<file path="src/rtl/core/scbp_pkg.sv">
`timescale 1ns / 1ps

package scbp_pkg;

    localparam int LENW        = 32;
    localparam int CNTW        = 10;
    localparam int FIDXW       = 9;
    localparam int FCLSW       = 2;
    localparam int CFG_CLASSES = 4;
    localparam int CFG_IDXW    = 3;
    localparam int S_TDATA_W   = 48;
    localparam int M_TDATA_W   = 24;

    typedef enum logic [CFG_IDXW-1:0] {
        REG_LEN0,
        REG_LEN1,
        REG_LEN2,
        REG_LEN3,
        REG_CNT0,
        REG_CNT1,
        REG_CNT2,
        REG_CNT3
    } t_reg_idx;

    typedef enum logic {
        ACT_ALLOC,
        ACT_FREE
    } t_action;

    typedef enum logic [1:0] {
        ST_GRANT,
        ST_FALLBACK,
        ST_FREED,
        ST_IGNORED
    } t_status;

    typedef enum logic [1:0] {
        S_IDLE,
        S_EVAL,
        S_POP,
        S_FCHK
    } t_state;

    typedef struct packed {
        logic [CFG_CLASSES-1:0][LENW-1:0] len;
        logic [CFG_CLASSES-1:0][CNTW-1:0] count;
        logic                             clear;
    } t_cfg;

    typedef struct packed {
        t_action             action;
        logic [LENW-1:0]     size;
        logic                fb;
        logic [FCLSW-1:0]    cls;
        logic [FIDXW-1:0]    idx;
    } t_req;

    typedef struct packed {
        t_status             status;
        logic [FCLSW-1:0]    cls;
        logic [FIDXW-1:0]    idx;
        logic [CNTW-1:0]     used;
    } t_res;

endpackage

</file>
<file path="src/rtl/core/scbp_cfg.sv">
`timescale 1ns / 1ps

module scbp_cfg (
    input  logic                          i_clk,
    input  logic                          i_rst_n,
    input  logic                          i_cfg_valid,
    output logic                          o_cfg_ready,
    input  logic [scbp_pkg::CFG_IDXW-1:0] i_cfg_index,
    input  logic [scbp_pkg::LENW-1:0]     i_cfg_data,
    output scbp_pkg::t_cfg                o_cfg
);
    import scbp_pkg::*;

    logic [CFG_CLASSES-1:0][LENW-1:0] r_len;
    logic [CFG_CLASSES-1:0][CNTW-1:0] r_count;

    assign o_cfg_ready = 1'b1;

    always_ff @(posedge i_clk) begin
        if (!i_rst_n) begin
            r_len   <= '0;
            r_count <= '0;
        end else if (i_cfg_valid) begin
            unique case (i_cfg_index) inside
                [REG_LEN0:REG_LEN3]: begin
                    r_len[i_cfg_index[1:0]] <= i_cfg_data;
                end
                [REG_CNT0:REG_CNT3]: begin
                    r_count[i_cfg_index[1:0]] <= i_cfg_data[CNTW-1:0];
                end
                default: begin
                end
            endcase
        end
    end

    // every register write wipes the pool state
    assign o_cfg.len   = r_len;
    assign o_cfg.count = r_count;
    assign o_cfg.clear = i_cfg_valid;

endmodule

</file>
<file path="config.mk">
export PLATFORM = sky130hd
export DESIGN_NAME = scbp_cfg
export DESIGN_NICKNAME = d
export VERILOG_FILES = /design/src/rtl/core/scbp_pkg.sv /design/src/rtl/core/scbp_cfg.sv
export SDC_FILE = /design/constraint.sdc
export NUM_CORES = 1
export LEC_CHECK = 0
export BUFFER_PORTS_ARGS = -buffer_cell sky130_fd_sc_hd__buf_2
export CORE_MARGIN = 5
export CORE_UTILIZATION = 45
export DETAILED_ROUTE_END_ITERATION = 10
export PLACE_DENSITY = 0.76
export SLEW_MARGIN = 20
export SYNTH_ARGS = -nofsm -noshare
export SYNTH_HDL_FRONTEND = slang
export SYNTH_SLANG_ARGS = --single-unit
</file>
<file path="constraint.sdc">
create_clock -name i_clk -period 1.1 [get_ports i_clk]
set_input_delay 0.055 -clock i_clk [delete_from_list [all_inputs] [get_ports i_clk]]
set_output_delay 0.055 -clock i_clk [all_outputs]
set_load 0.01 [all_outputs]
</file>
==> results of run 1 <==
-- timing repair --
action	4_1_cts	5_1_grt
hold buffers	21	0
hold endpoints to repair	64	0
setup endpoints to repair	0	0
buffers inserted	0	0
-- stage by stage --
stage / setup TNS, ns / instance area [um^2] / instances / power [W]
2_1_floorplan: 0 / 6110 / 588 / 0.00690
3_3_place_gp: -3.41 / 7530 / 955 / 0.00733
3_5_place_dp: -4.49 / 7530 / 955 / 0.00734
4_1_cts: 0 / 8410 / 1008 / 0.0141
5_1_grt: 0 / 8410 / 1008 / 0.0145
6_report: 0 / 8410 / 1008 / 0.0140
-- power groups by stage --
| stage | Combinational [W] | Clock (W) | Sequential, W |
|---|---|---|---|
| 2_1_floorplan | 0.000419 | 0 | 0.00648 |
| 3_3_place_gp | 0.000913 | 0 | 0.00642 |
| 3_5_place_dp | 0.000923 | 0 | 0.00642 |
| 4_1_cts | 0.000983 | 0.00682 | 0.00629 |
| 5_1_grt | 0.00106 | 0.00713 | 0.00630 |
| 6_report | 0.000979 | 0.00673 | 0.00629 |
-- routing by layer --
metal,global-route usage,vias to the layer above
li1,-,2400
met1,0.239,2348
met2,0.342,169
met3,0.0858,25
met4,0.0751,0
met5,0,-
-- synth_stat cells --
master     count  area (um^2)
nand2_1      200          751
dfxtp_1      168         3360
mux2i_1      168         1680
clkbuf_1      24         90.1
buf_2         11         55.1
buf_4          5         37.5
buf_6          3         33.8
nand4b_1       3         26.3
nand4bb_1      2         22.5
conb_1         1         3.75
nand4_1        1         6.26
nor4bb_1       1         10.0
or4b_1         1         10.0
-- final cells by class --
class                   count  area, um^2  share of cell area
well taps                 176         220              0.0262
clock buffers              17         425              0.0506
clock inverters            15         249              0.0296
repair buffers            255        1610               0.191
multi-input cells         377        2550               0.303
flip-flops and latches    168        3360               0.400
-- worst min path at each step --
stage | startpoint | endpoint | slack (ns)
finish | i_cfg_data[20] | o_cfg[61] | 0.04
global route | i_cfg_data[20] | o_cfg[157] | 0.02
CTS | i_cfg_data[20] | o_cfg[157] | 0.02
detailed placement | i_cfg_valid | o_cfg[0] | 0.34
global placement | i_cfg_valid | o_cfg[0] | 0.34
floorplan | i_cfg_valid | o_cfg[0] | 0.20
-- cells by family (layout without fill, tap and decap cells) --
| logic type | Yosys count | in the layout | synth area share |
|---|---|---|---|
| buf+inv | 43 | 287 | 0.0355 |
| flops | 168 | 168 | 0.552 |
| other cells | 1 | 1 | 0.000616 |
| mux | 168 | 168 | 0.276 |
| simple gates | 208 | 208 | 0.136 |
==> key figures, run 1 <==
Critical path
  • List of cells traversed by the critical path: buf_2
  • Required time worst endpoint: 1.04 ns
  • Crit. path cell count: 1
  • Slowest Stage Delay on Critical Path: 0.36 ns
  • Slack of the worst reg-to-reg path: 0.41 ns
  • Library cell contributing the largest single delay on the critical path: dfxtp_1
  • Critical Path End: o_cfg[39]
  • Terminus of the critical flop-to-flop path: o_cfg[6]
  • Startpoint type of the worst setup path: flip-flop
  • Launch point of the critical path: o_cfg[39]
  • Element type at the critical path end: output pin
  • Number of cell instances on the worst register-to-register path: 2
  • Biggest fanout along the worst timing path: 2
  • Setup Crit Path Kind: reg -> out
  • Buffers & Inverters on Critical Path: 1
  • Gate family responsible for the most delay along the worst path: flip-flops
  • Critical R2R Launch: o_cfg[6]
  • Signal arrival time at the worst endpoint: 0.93 ns

Synth
  • Synthesized flop and latch total: 168
  • Syn Nets: 626
  • Post-Syn Area per Cell: 10.4 um^2
  • Post-synthesis sequential area ratio: 0.552
  • Count of different cell masters after synthesis: 13
  • Synth Warn #: 0
  • Number of instances in the synthesized netlist: 588
  • Synthesized cell area: 0.00609 mm^2

Timing
  • Finish-stage setup viols: 0
  • Period utilisation layout: 0.896
  • PnR worst setup slack: 0.114 ns
  • Final hold viol count: 0
  • Hold Worst Slack: 0.0376 ns
  • Max-slew violation count: 0
  • Unrepaired setup endpoints after global routing: false
  • Final setup skew: 0 ns
  • Post-layout min period: 0.986 ns
  • Fmax achieved: 1010 MHz

Power
  • Reg power frac: 0.449
  • Switching Power: 0.00308 W
  • Part of the power in combinational logic: 0.070
  • Switching fraction of total power: 0.220
  • Worst vdd ir: 0.934 mV
  • Internal power component: 0.0109 W
  • Total power density per cell area: 1660 mW/mm^2
  • Standby leakage power: 4.63 nW
  • Part of the total power dissipated in the clock network: 0.481

GRT
  • GRT Util Overall: 0.206
  • Global-route wire length before repair: 26,200 um
  • Total global routing overflow: 0
  • Maximum number of pins on one net before global-route repair: 36
  • Number of antenna violations at the first check in global routing: 0
  • Via count of the first global-routing pass: 4,988

Drt
  • Routed metal-1 wire length: 6790 um
  • Routed Antenna Nets: 0
  • Count of routing violations after the opening detailed-route iteration: 236
  • DR DRC count: 0
  • Detailed Routing Iterations Pass 1: 4
  • Post-DR wirelength/cell: 16.3 um
  • Top sig layer: met4
  • Routed length on met3: 1460 um
  • DR vias/cell: 4.90
  • Routed via count: 4,942
  • Detailed-routed wire length on met2: 7880 um
  • Final wirelength: 16,500 um

Clock tree
  • Post-CTS clock slew at the launch and capture registers of the worst setup and hold paths: 0.06 ns
  • Number of gates resized after CTS: 0
  • TritonCTS Buffers: 17
  • TritonCTS Sinks: 168
  • CTS H-Tree Depth: 4
  • Deepest clock path buffer count: 2
  • Clk Latency, worst-skew pair: 0.41 ns
  • TritonCTS clock tree: yes
  • Root buffer cell: clkbuf_16

Layout
  • Final net count: 857
  • Synthesis-to-layout area growth: 38.1%
  • Filler Cell Count: 1,101
  • Flip-flop count of the largest register, all copies and words added: 168
  • Fraction of final layout cells sized beyond drive strength 1: 0.323
  • End-of-flow core utilization: 0.635
  • Commonest cells after routing, fill and taps aside: 205 x buf_2, 200 x nand2_1, 168 x mux2i_1, 168 x dfxtp_1, 21 x dlygate4sd3_1
  • Most common cell after layout, fill and taps aside: buf_2
  • Count of antenna diodes in the layout: 0

Floorplanning
  • Die ar.: 0.0160 mm^2
  • Effective utilization at floorplan: 0.460
  • Die outline height: 126 um
  • Area of the core: 0.0132 mm^2
  • Die Span X: 126 um
  • Number of primary I/O pins: 208
  • Row Count: 42

Worst hold path
  • Worst Hold Depth: 3
  • Class of the worst hold path: in -> reg

Place
  • Pre-CTS setup slack: -0.136 ns
  • Port Buffer Count: 206
  • Final weighted congestion in routability-driven placement: 0.736
  • Estimated wirelength of the detail-placed design: 11,300 um

Job
  • Max_cap viols: 0

Run status
  • Status: completed
(Power assumes the default switching activity.)
==> inputs of run 2 (changes only) <==
- CORE_MARGIN: 5 -> default
- TNS_END_PERCENT: default -> 10
==> run 2 against run 1 <==
First-iteration DRC count decreased by 7.6%. Global-route usage increased by 2.4 points. Setup slack improved by 0.0036 ns. Largest cell class unchanged.
==> key figures, run 2 (synthesis results as in run 1) <==
Power
  • Switching Power: 0.00299 W (-2.9%)
  • Internal power component: 0.0103 W (-6.0%)
  • Reg power frac: 0.474 (+0.025)
  • Standby leakage power: 4.63 nW (about the same)
  • Total power density per cell area: 1580 mW/mm^2 (-5.2%)
  • Total Power: 0.0133 W (-5.3%)
  • Part of the total power dissipated in the clock network: 0.451 (-0.030)
  • Part of the power in combinational logic: 0.075 (+0.005)
  • Worst vdd ir: 1.07 mV (+14%)
  • Switching fraction of total power: 0.226 (+0.00570)

Job
  • Max_cap viols: 0 (unchanged)

Drt
  • Detailed Routing Iterations Pass 1: 4 (unchanged)
  • DR vias/cell: 4.81 (-1.9%)
  • DR DRC count: 0 (unchanged)
  • Post-DR wirelength/cell: 15.5 um (-5.1%)
  • Final wirelength: 15,600 um (-4.9%)
  • Count of routing violations after the opening detailed-route iteration: 218 (-7.6%)
  • Routed Antenna Nets: 0 (unchanged)
  • Routed via count: 4,858 (-1.7%)

GRT
  • Number of antenna violations at the first check in global routing: 0 (unchanged)
  • Total global routing overflow: 0 (unchanged)
  • Via count of the first global-routing pass: 4,853 (-2.7%)
  • Global-route wire length before repair: 25,000 um (-4.6%)
  • GRT Util Overall: 0.230 (+0.0236)
  • Maximum number of pins on one net before global-route repair: 41 (+14%)

Timing
  • Final setup skew: 0 ns (unchanged)
  • Period utilisation layout: 0.893 (-0.00330)
  • Max-slew violation count: 0 (unchanged)
  • Post-layout min period: 0.983 ns (-0.00363 ns)
  • Final hold viol count: 0 (unchanged)
  • Fmax achieved: 1020 MHz (+0.37%)
  • Unrepaired setup endpoints after global routing: false
  • Finish-stage setup viols: 0 (unchanged)

Clock tree
  • TritonCTS Sinks: 168 (unchanged)
  • Root buffer cell: clkbuf_16
  • TritonCTS clock tree: yes
  • TritonCTS Buffers: 17 (unchanged)
  • CTS H-Tree Depth: 4 (unchanged)
  • Setup Fix Bufs, Post-CTS: 0 (unchanged)
  • Hold Buf Count CTS: 21 (unchanged)
  • Clk Latency, worst-skew pair: 0.41 ns (about the same)
  • Number of gates resized after CTS: 0 (unchanged)
  • Deepest clock path buffer count: 2 (unchanged)
  • Post-CTS clock slew at the launch and capture registers of the worst setup and hold paths: 0.06 ns (about the same)

Critical path
  • Biggest fanout along the worst timing path: 2 (unchanged)
  • Library cell contributing the largest single delay on the critical path: dfxtp_1
  • Slowest Stage Delay on Critical Path: 0.35 ns (about the same)
  • Required time worst endpoint: 1.04 ns (about the same)
  • List of cells traversed by the critical path: buf_2
  • Signal arrival time at the worst endpoint: 0.93 ns (about the same)
  • Buffers & Inverters on Critical Path: 1 (unchanged)
  • Startpoint type of the worst setup path: flip-flop
  • Setup Crit Path Kind: reg -> out
  • Gate family responsible for the most delay along the worst path: flip-flops
  • Element type at the critical path end: output pin

Place
  • Final weighted congestion in routability-driven placement: 0.794 (+7.9%)
  • Estimated wirelength of the detail-placed design: 10,500 um (-6.6%)
  • Port Buffer Count: 206 (unchanged)

Layout
  • Final net count: 859 (+0.23%)
  • Most common cell after layout, fill and taps aside: buf_2
  • Count of antenna diodes in the layout: 0 (unchanged)
  • Synthesis-to-layout area growth: 38.0% (about the same)
  • End-of-flow core utilization: 0.635 (about the same)
  • Commonest cells after routing, fill and taps aside: 205 x buf_2, 200 x nand2_1, 168 x mux2i_1, 168 x dfxtp_1, 21 x dlygate4sd3_1
  • Filler Cell Count: 1,088 (-1.2%)
  • Fraction of final layout cells sized beyond drive strength 1: 0.323 (-0.000775)
  • Reg area: 0.00336 mm^2 (unchanged)
  • Footprint of the multi-input gates: 0.00255 mm^2 (unchanged)
  • Flip-flop count of the largest register, all copies and words added: 168 (unchanged)

Floorplanning
  • Effective utilization at floorplan: 0.460 (unchanged)
  • Die ar.: 0.0140 mm^2 (-12%)
  • Area of the core: 0.0132 mm^2 (unchanged)
  • Die outline height: 118 um (-6.3%)
  • Number of primary I/O pins: 208 (unchanged)
  • Row Count: 42 (unchanged)
  • Die Span X: 118 um (-6.3%)

Run status
  • Status: completed

Worst hold path
  • Class of the worst hold path: in -> reg
run 2: changes by cell type in the layout (fill, tap and decap cells not counted), sizes merged:
cell,before,now
clkinvlp,4,3
buf,234,236
bufinv,6,2
clkbuf,17,23
clkinv,3,2
run 2: worst paths after layout:
| path | startpoint | endpoint | slack [ns] | cells past startpoint |
|---|---|---|---|---|
| hold reg to reg | o_cfg[136] | o_cfg[136] | 0.45 | 2 |
| setup / recovery | o_cfg[22] | o_cfg[22] | 0.12 | 1 |
| setup reg to reg | o_cfg[29] | o_cfg[29] | 0.47 | 2 |
| hold / removal | i_cfg_data[20] | o_cfg[61] | 0.02 | 3 |
run 2: final cells by class:
cell class | count | area share
Clock inverter | 9 | 0.0135
Tap cell | 176 | 0.0262
Timing Repair Buffer | 257 | 0.199
Sequential cell | 168 | 0.400
Multi-Input combinational cell | 377 | 0.303
Clock buffer | 23 | 0.0581
run 2: through the flow:
stage | hold WS, ns | worst slack, ns | TNS [ns] | std cells | area (um^2)
CTS | 0.00321 | 0.108 | 0 | 1010 | 8400
global placement | 0.385 | -0.109 | -6.27 | 957 | 7590
detailed placement | 0.394 | -0.129 | -8.10 | 957 | 7590
floorplan | 0.202 | 0.0130 | 0 | 588 | 6110
global route | 0.0291 | 0.0791 | 0 | 1010 | 8400
finish | 0.0153 | 0.117 | 0 | 1010 | 8400
run 2: power groups by stage:
stage	Sequential [W]	Combinational [W]	Clock [W]
3_3_place_gp	0.00641	0.000926	0
6_report	0.00628	0.000996	0.00598
4_1_cts	0.00628	0.00100	0.00609
5_1_grt	0.00630	0.00107	0.00637
2_1_floorplan	0.00648	0.000419	0
3_5_place_dp	0.00642	0.000937	0
run 2: metal layers:
layer  wire length, um  global-route usage  part of all wire  vias to the layer above
li1                  -                   -                 -                     2409
met1              6850               0.269              0.44                     2274
met2              7390               0.388              0.47                      158
met3              1150              0.0777             0.074                       17
met4               248              0.0881             0.016                        0
met5                 0                   0                 0                        -
==> inputs of run 3 (changes only) <==
- CELL_PAD_IN_SITES_DETAIL_PLACEMENT: default -> 0
- CELL_PAD_IN_SITES_GLOBAL_PLACEMENT: default -> 2
- CORE_UTILIZATION: 45 -> 27
- PLACE_DENSITY: 0.76 -> default
- PLACE_DENSITY_LB_ADDON: default -> 0.1
- SKIP_CTS_REPAIR_TIMING: default -> 1
==> run 3 against run 2 <==
The flow now finishes with violations (design-rule violations). Design area decreased by 0.74%. Register-to-register slack got worse by 0.03 ns. Via count decreased by 1.7%. Hold slack got worse by 0.014 ns. Setup slack about the same. Routed wire length increased by 17%. Clock power increased by 9.7%. First-iteration DRC count decreased by 11%. Fmax about the same. Die area increased by 65%. Core utilization decreased by 25 points. Critical path depth unchanged. Critical endpoint is now o_cfg[62].
==> key figures, run 3 (synthesis results as in run 1) <==
Layout
  • Footprint of the multi-input gates: 0.00255 mm^2 (unchanged)
  • Flip-flop count of the largest register, all copies and words added: 168 (unchanged)
  • Filler Cell Count: 2,211 (+100%)
  • Commonest cells after routing, fill and taps aside: 205 x buf_2, 200 x nand2_1, 168 x mux2i_1, 168 x dfxtp_1
  • Synthesis-to-layout area growth: 37.0%
  • Most common cell after layout, fill and taps aside: buf_2
  • Final net count: 844 (-1.7%)
  • Fraction of final layout cells sized beyond drive strength 1: 0.321 (-0.00142)
  • Reg area: 0.00336 mm^2 (unchanged)

Timing
  • Sum of negative setup slack: 0 ns (unchanged)
  • Period utilisation layout: 0.893 (about the same)
  • Finish-stage setup viols: 0 (unchanged)
  • Post-layout min period: 0.983 ns (+0.0000180 ns)
  • Max-slew violation count: 0 (unchanged)
  • Final hold viol count: 0 (unchanged)
  • Final setup skew: 0 ns (unchanged)
  • Fmax achieved: 1020 MHz (about the same)
  • Unrepaired setup endpoints after global routing: false

Drt
  • Routed Antenna Nets: 0 (unchanged)
  • Count of routing violations after the opening detailed-route iteration: 193 (-11%)
  • Routed via count: 4,774 (-1.7%)
  • Post-DR wirelength/cell: 16.7 um (+7.9%)
  • DR vias/cell: 4.34 (-9.8%)
  • Detailed Routing Iterations Pass 1: 8 (+4)
  • Final wirelength: 18,400 um (+17%)
  • DR DRC count: 28 (+28)

Power
  • Worst vdd ir: 0.984 mV (-7.9%)
  • Total Power: 0.0138 W (+4.0%)
  • Standby leakage power: 4.54 nW (-1.9%)
  • Total power density per cell area: 1650 mW/mm^2 (+4.7%)

Floorplanning
  • Area of the core: 0.0220 mm^2 (+66%)
  • Number of primary I/O pins: 208 (unchanged)
  • Row Count: 54 (+29%)
  • Effective utilization at floorplan: 0.277 (-0.183)
  • Die Span X: 152 um (+29%)
  • Die ar.: 0.0232 mm^2 (+65%)
  • Die outline height: 152 um (+29%)

Clock tree
  • CTS H-Tree Depth: 4 (unchanged)
  • Deepest clock path buffer count: 2 (unchanged)
  • TritonCTS clock tree: yes
  • Root buffer cell: clkbuf_16
  • Post-CTS clock slew at the launch and capture registers of the worst setup and hold paths: 0.06 ns (about the same)
  • TritonCTS Sinks: 168 (unchanged)
  • TritonCTS Buffers: 17 (unchanged)
  • Clk Latency, worst-skew pair: 0.41 ns (about the same)

Critical path
  • Biggest fanout along the worst timing path: 2 (unchanged)
  • Critical R2R Launch: o_cfg[71]
  • Terminus of the critical flop-to-flop path: o_cfg[71]
  • Number of cell instances on the worst register-to-register path: 2 (unchanged)
  • List of cells traversed by the critical path: buf_2
  • Setup Crit Path Kind: reg -> out
  • Slowest Stage Delay on Critical Path: 0.36 ns (about the same)
  • Launch point of the critical path: o_cfg[62]
  • Gate family responsible for the most delay along the worst path: flip-flops
  • Crit. path cell count: 1 (unchanged)
  • Buffers & Inverters on Critical Path: 1 (unchanged)
  • Library cell contributing the largest single delay on the critical path: dfxtp_1
  • Required time worst endpoint: 1.04 ns (about the same)
  • Startpoint type of the worst setup path: flip-flop
  • Element type at the critical path end: output pin
  • Critical Path End: o_cfg[62]
  • Signal arrival time at the worst endpoint: 0.93 ns (about the same)
  • Slack of the worst reg-to-reg path: 0.44 ns (-0.03 ns)

Place
  • Final weighted congestion in routability-driven placement: 0.762 (-4.0%)
  • Port Buffer Count: 206 (unchanged)
  • Estimated wirelength of the detail-placed design: 13,100 um (+24%)

Worst hold path
  • Class of the worst hold path: in -> reg

GRT
  • Via count of the first global-routing pass: 4,948 (+2.0%)
  • Global-route wire length before repair: 28,600 um (+15%)
  • Maximum number of pins on one net before global-route repair: 67 (+63%)
  • GRT Util Overall: 0.162 (-0.0679)
  • Number of antenna violations at the first check in global routing: 1 (+1)
  • Total global routing overflow: 0 (unchanged)

Job
  • Max_cap viols: 0 (unchanged)

Run status
  • Status: finished with violations
  • Violated checks: design-rule violations
## run 3: worst reg2reg max path, cell delays in order (launching register included)
cell     delay (ns)
dfxtp_1        0.35
nand2_1        0.06
mux2i_1        0.16
## run 3: worst min-delay path by stage
| stage | start | endpoint | slack (ns) | cells after the start |
|---|---|---|---|---|
| 6_report | i_cfg_data[12] | o_cfg[149] | 0.002 | 3 |
| 5_1_grt | i_cfg_data[12] | o_cfg[117] | 0.002 | 3 |
| 4_1_cts | i_cfg_data[29] | o_cfg[102] | -0.06 | 3 |
| 3_5_place_dp | i_cfg_valid | o_cfg[0] | 0.35 | 2 |
| 3_3_place_gp | i_cfg_valid | o_cfg[0] | 0.35 | 2 |
| 2_1_floorplan | i_cfg_valid | o_cfg[0] | 0.20 | 1 |
## run 3: cell type report
type	count	share of cell area
multi-input cells	377	0.305
clock buffers	21	0.0540
diodes	1	0.000300
flip-flops and latches	168	0.403
clock inverters	11	0.0232
well taps	280	0.0420
repair buffers	242	0.172
## run 3: through the flow
stage / instances / util / setup slack, ns / area (um^2) / hold WS [ns]
6_report: 1100 / 0.380 / 0.117 / 8340 / 0.00175
3_5_place_dp: 1056 / 0.345 / -0.144 / 7580 / 0.354
4_1_cts: 1088 / 0.375 / 0.0764 / 8230 / -0.0564
5_1_grt: 1099 / 0.380 / 0.0512 / 8340 / 0.00247
3_3_place_gp: 1056 / 0.345 / -0.126 / 7580 / 0.346
2_1_floorplan: 588 / - / 0.0130 / 6110 / 0.202
## run 3: routing by layer
layer  GRT usage  part of all wire  vias to the layer above
met3      0.0589             0.072                        7
met5           0                 0                        -
met1       0.194              0.44                     2271
met4      0.0481            0.0041                        0
li1            -                 -                     2369
met2       0.271              0.48                      127
## run 3: where the power goes
group,switching (W),leakage [nW],internal [W],total (W)
clock,0.00245,0.312,0.00411,0.00656
combinational,0.000551,2.87,0.000383,0.000934
sequential,0.0000698,1.36,0.00622,0.00629
total,0.00307,4.54,0.0107,0.0138
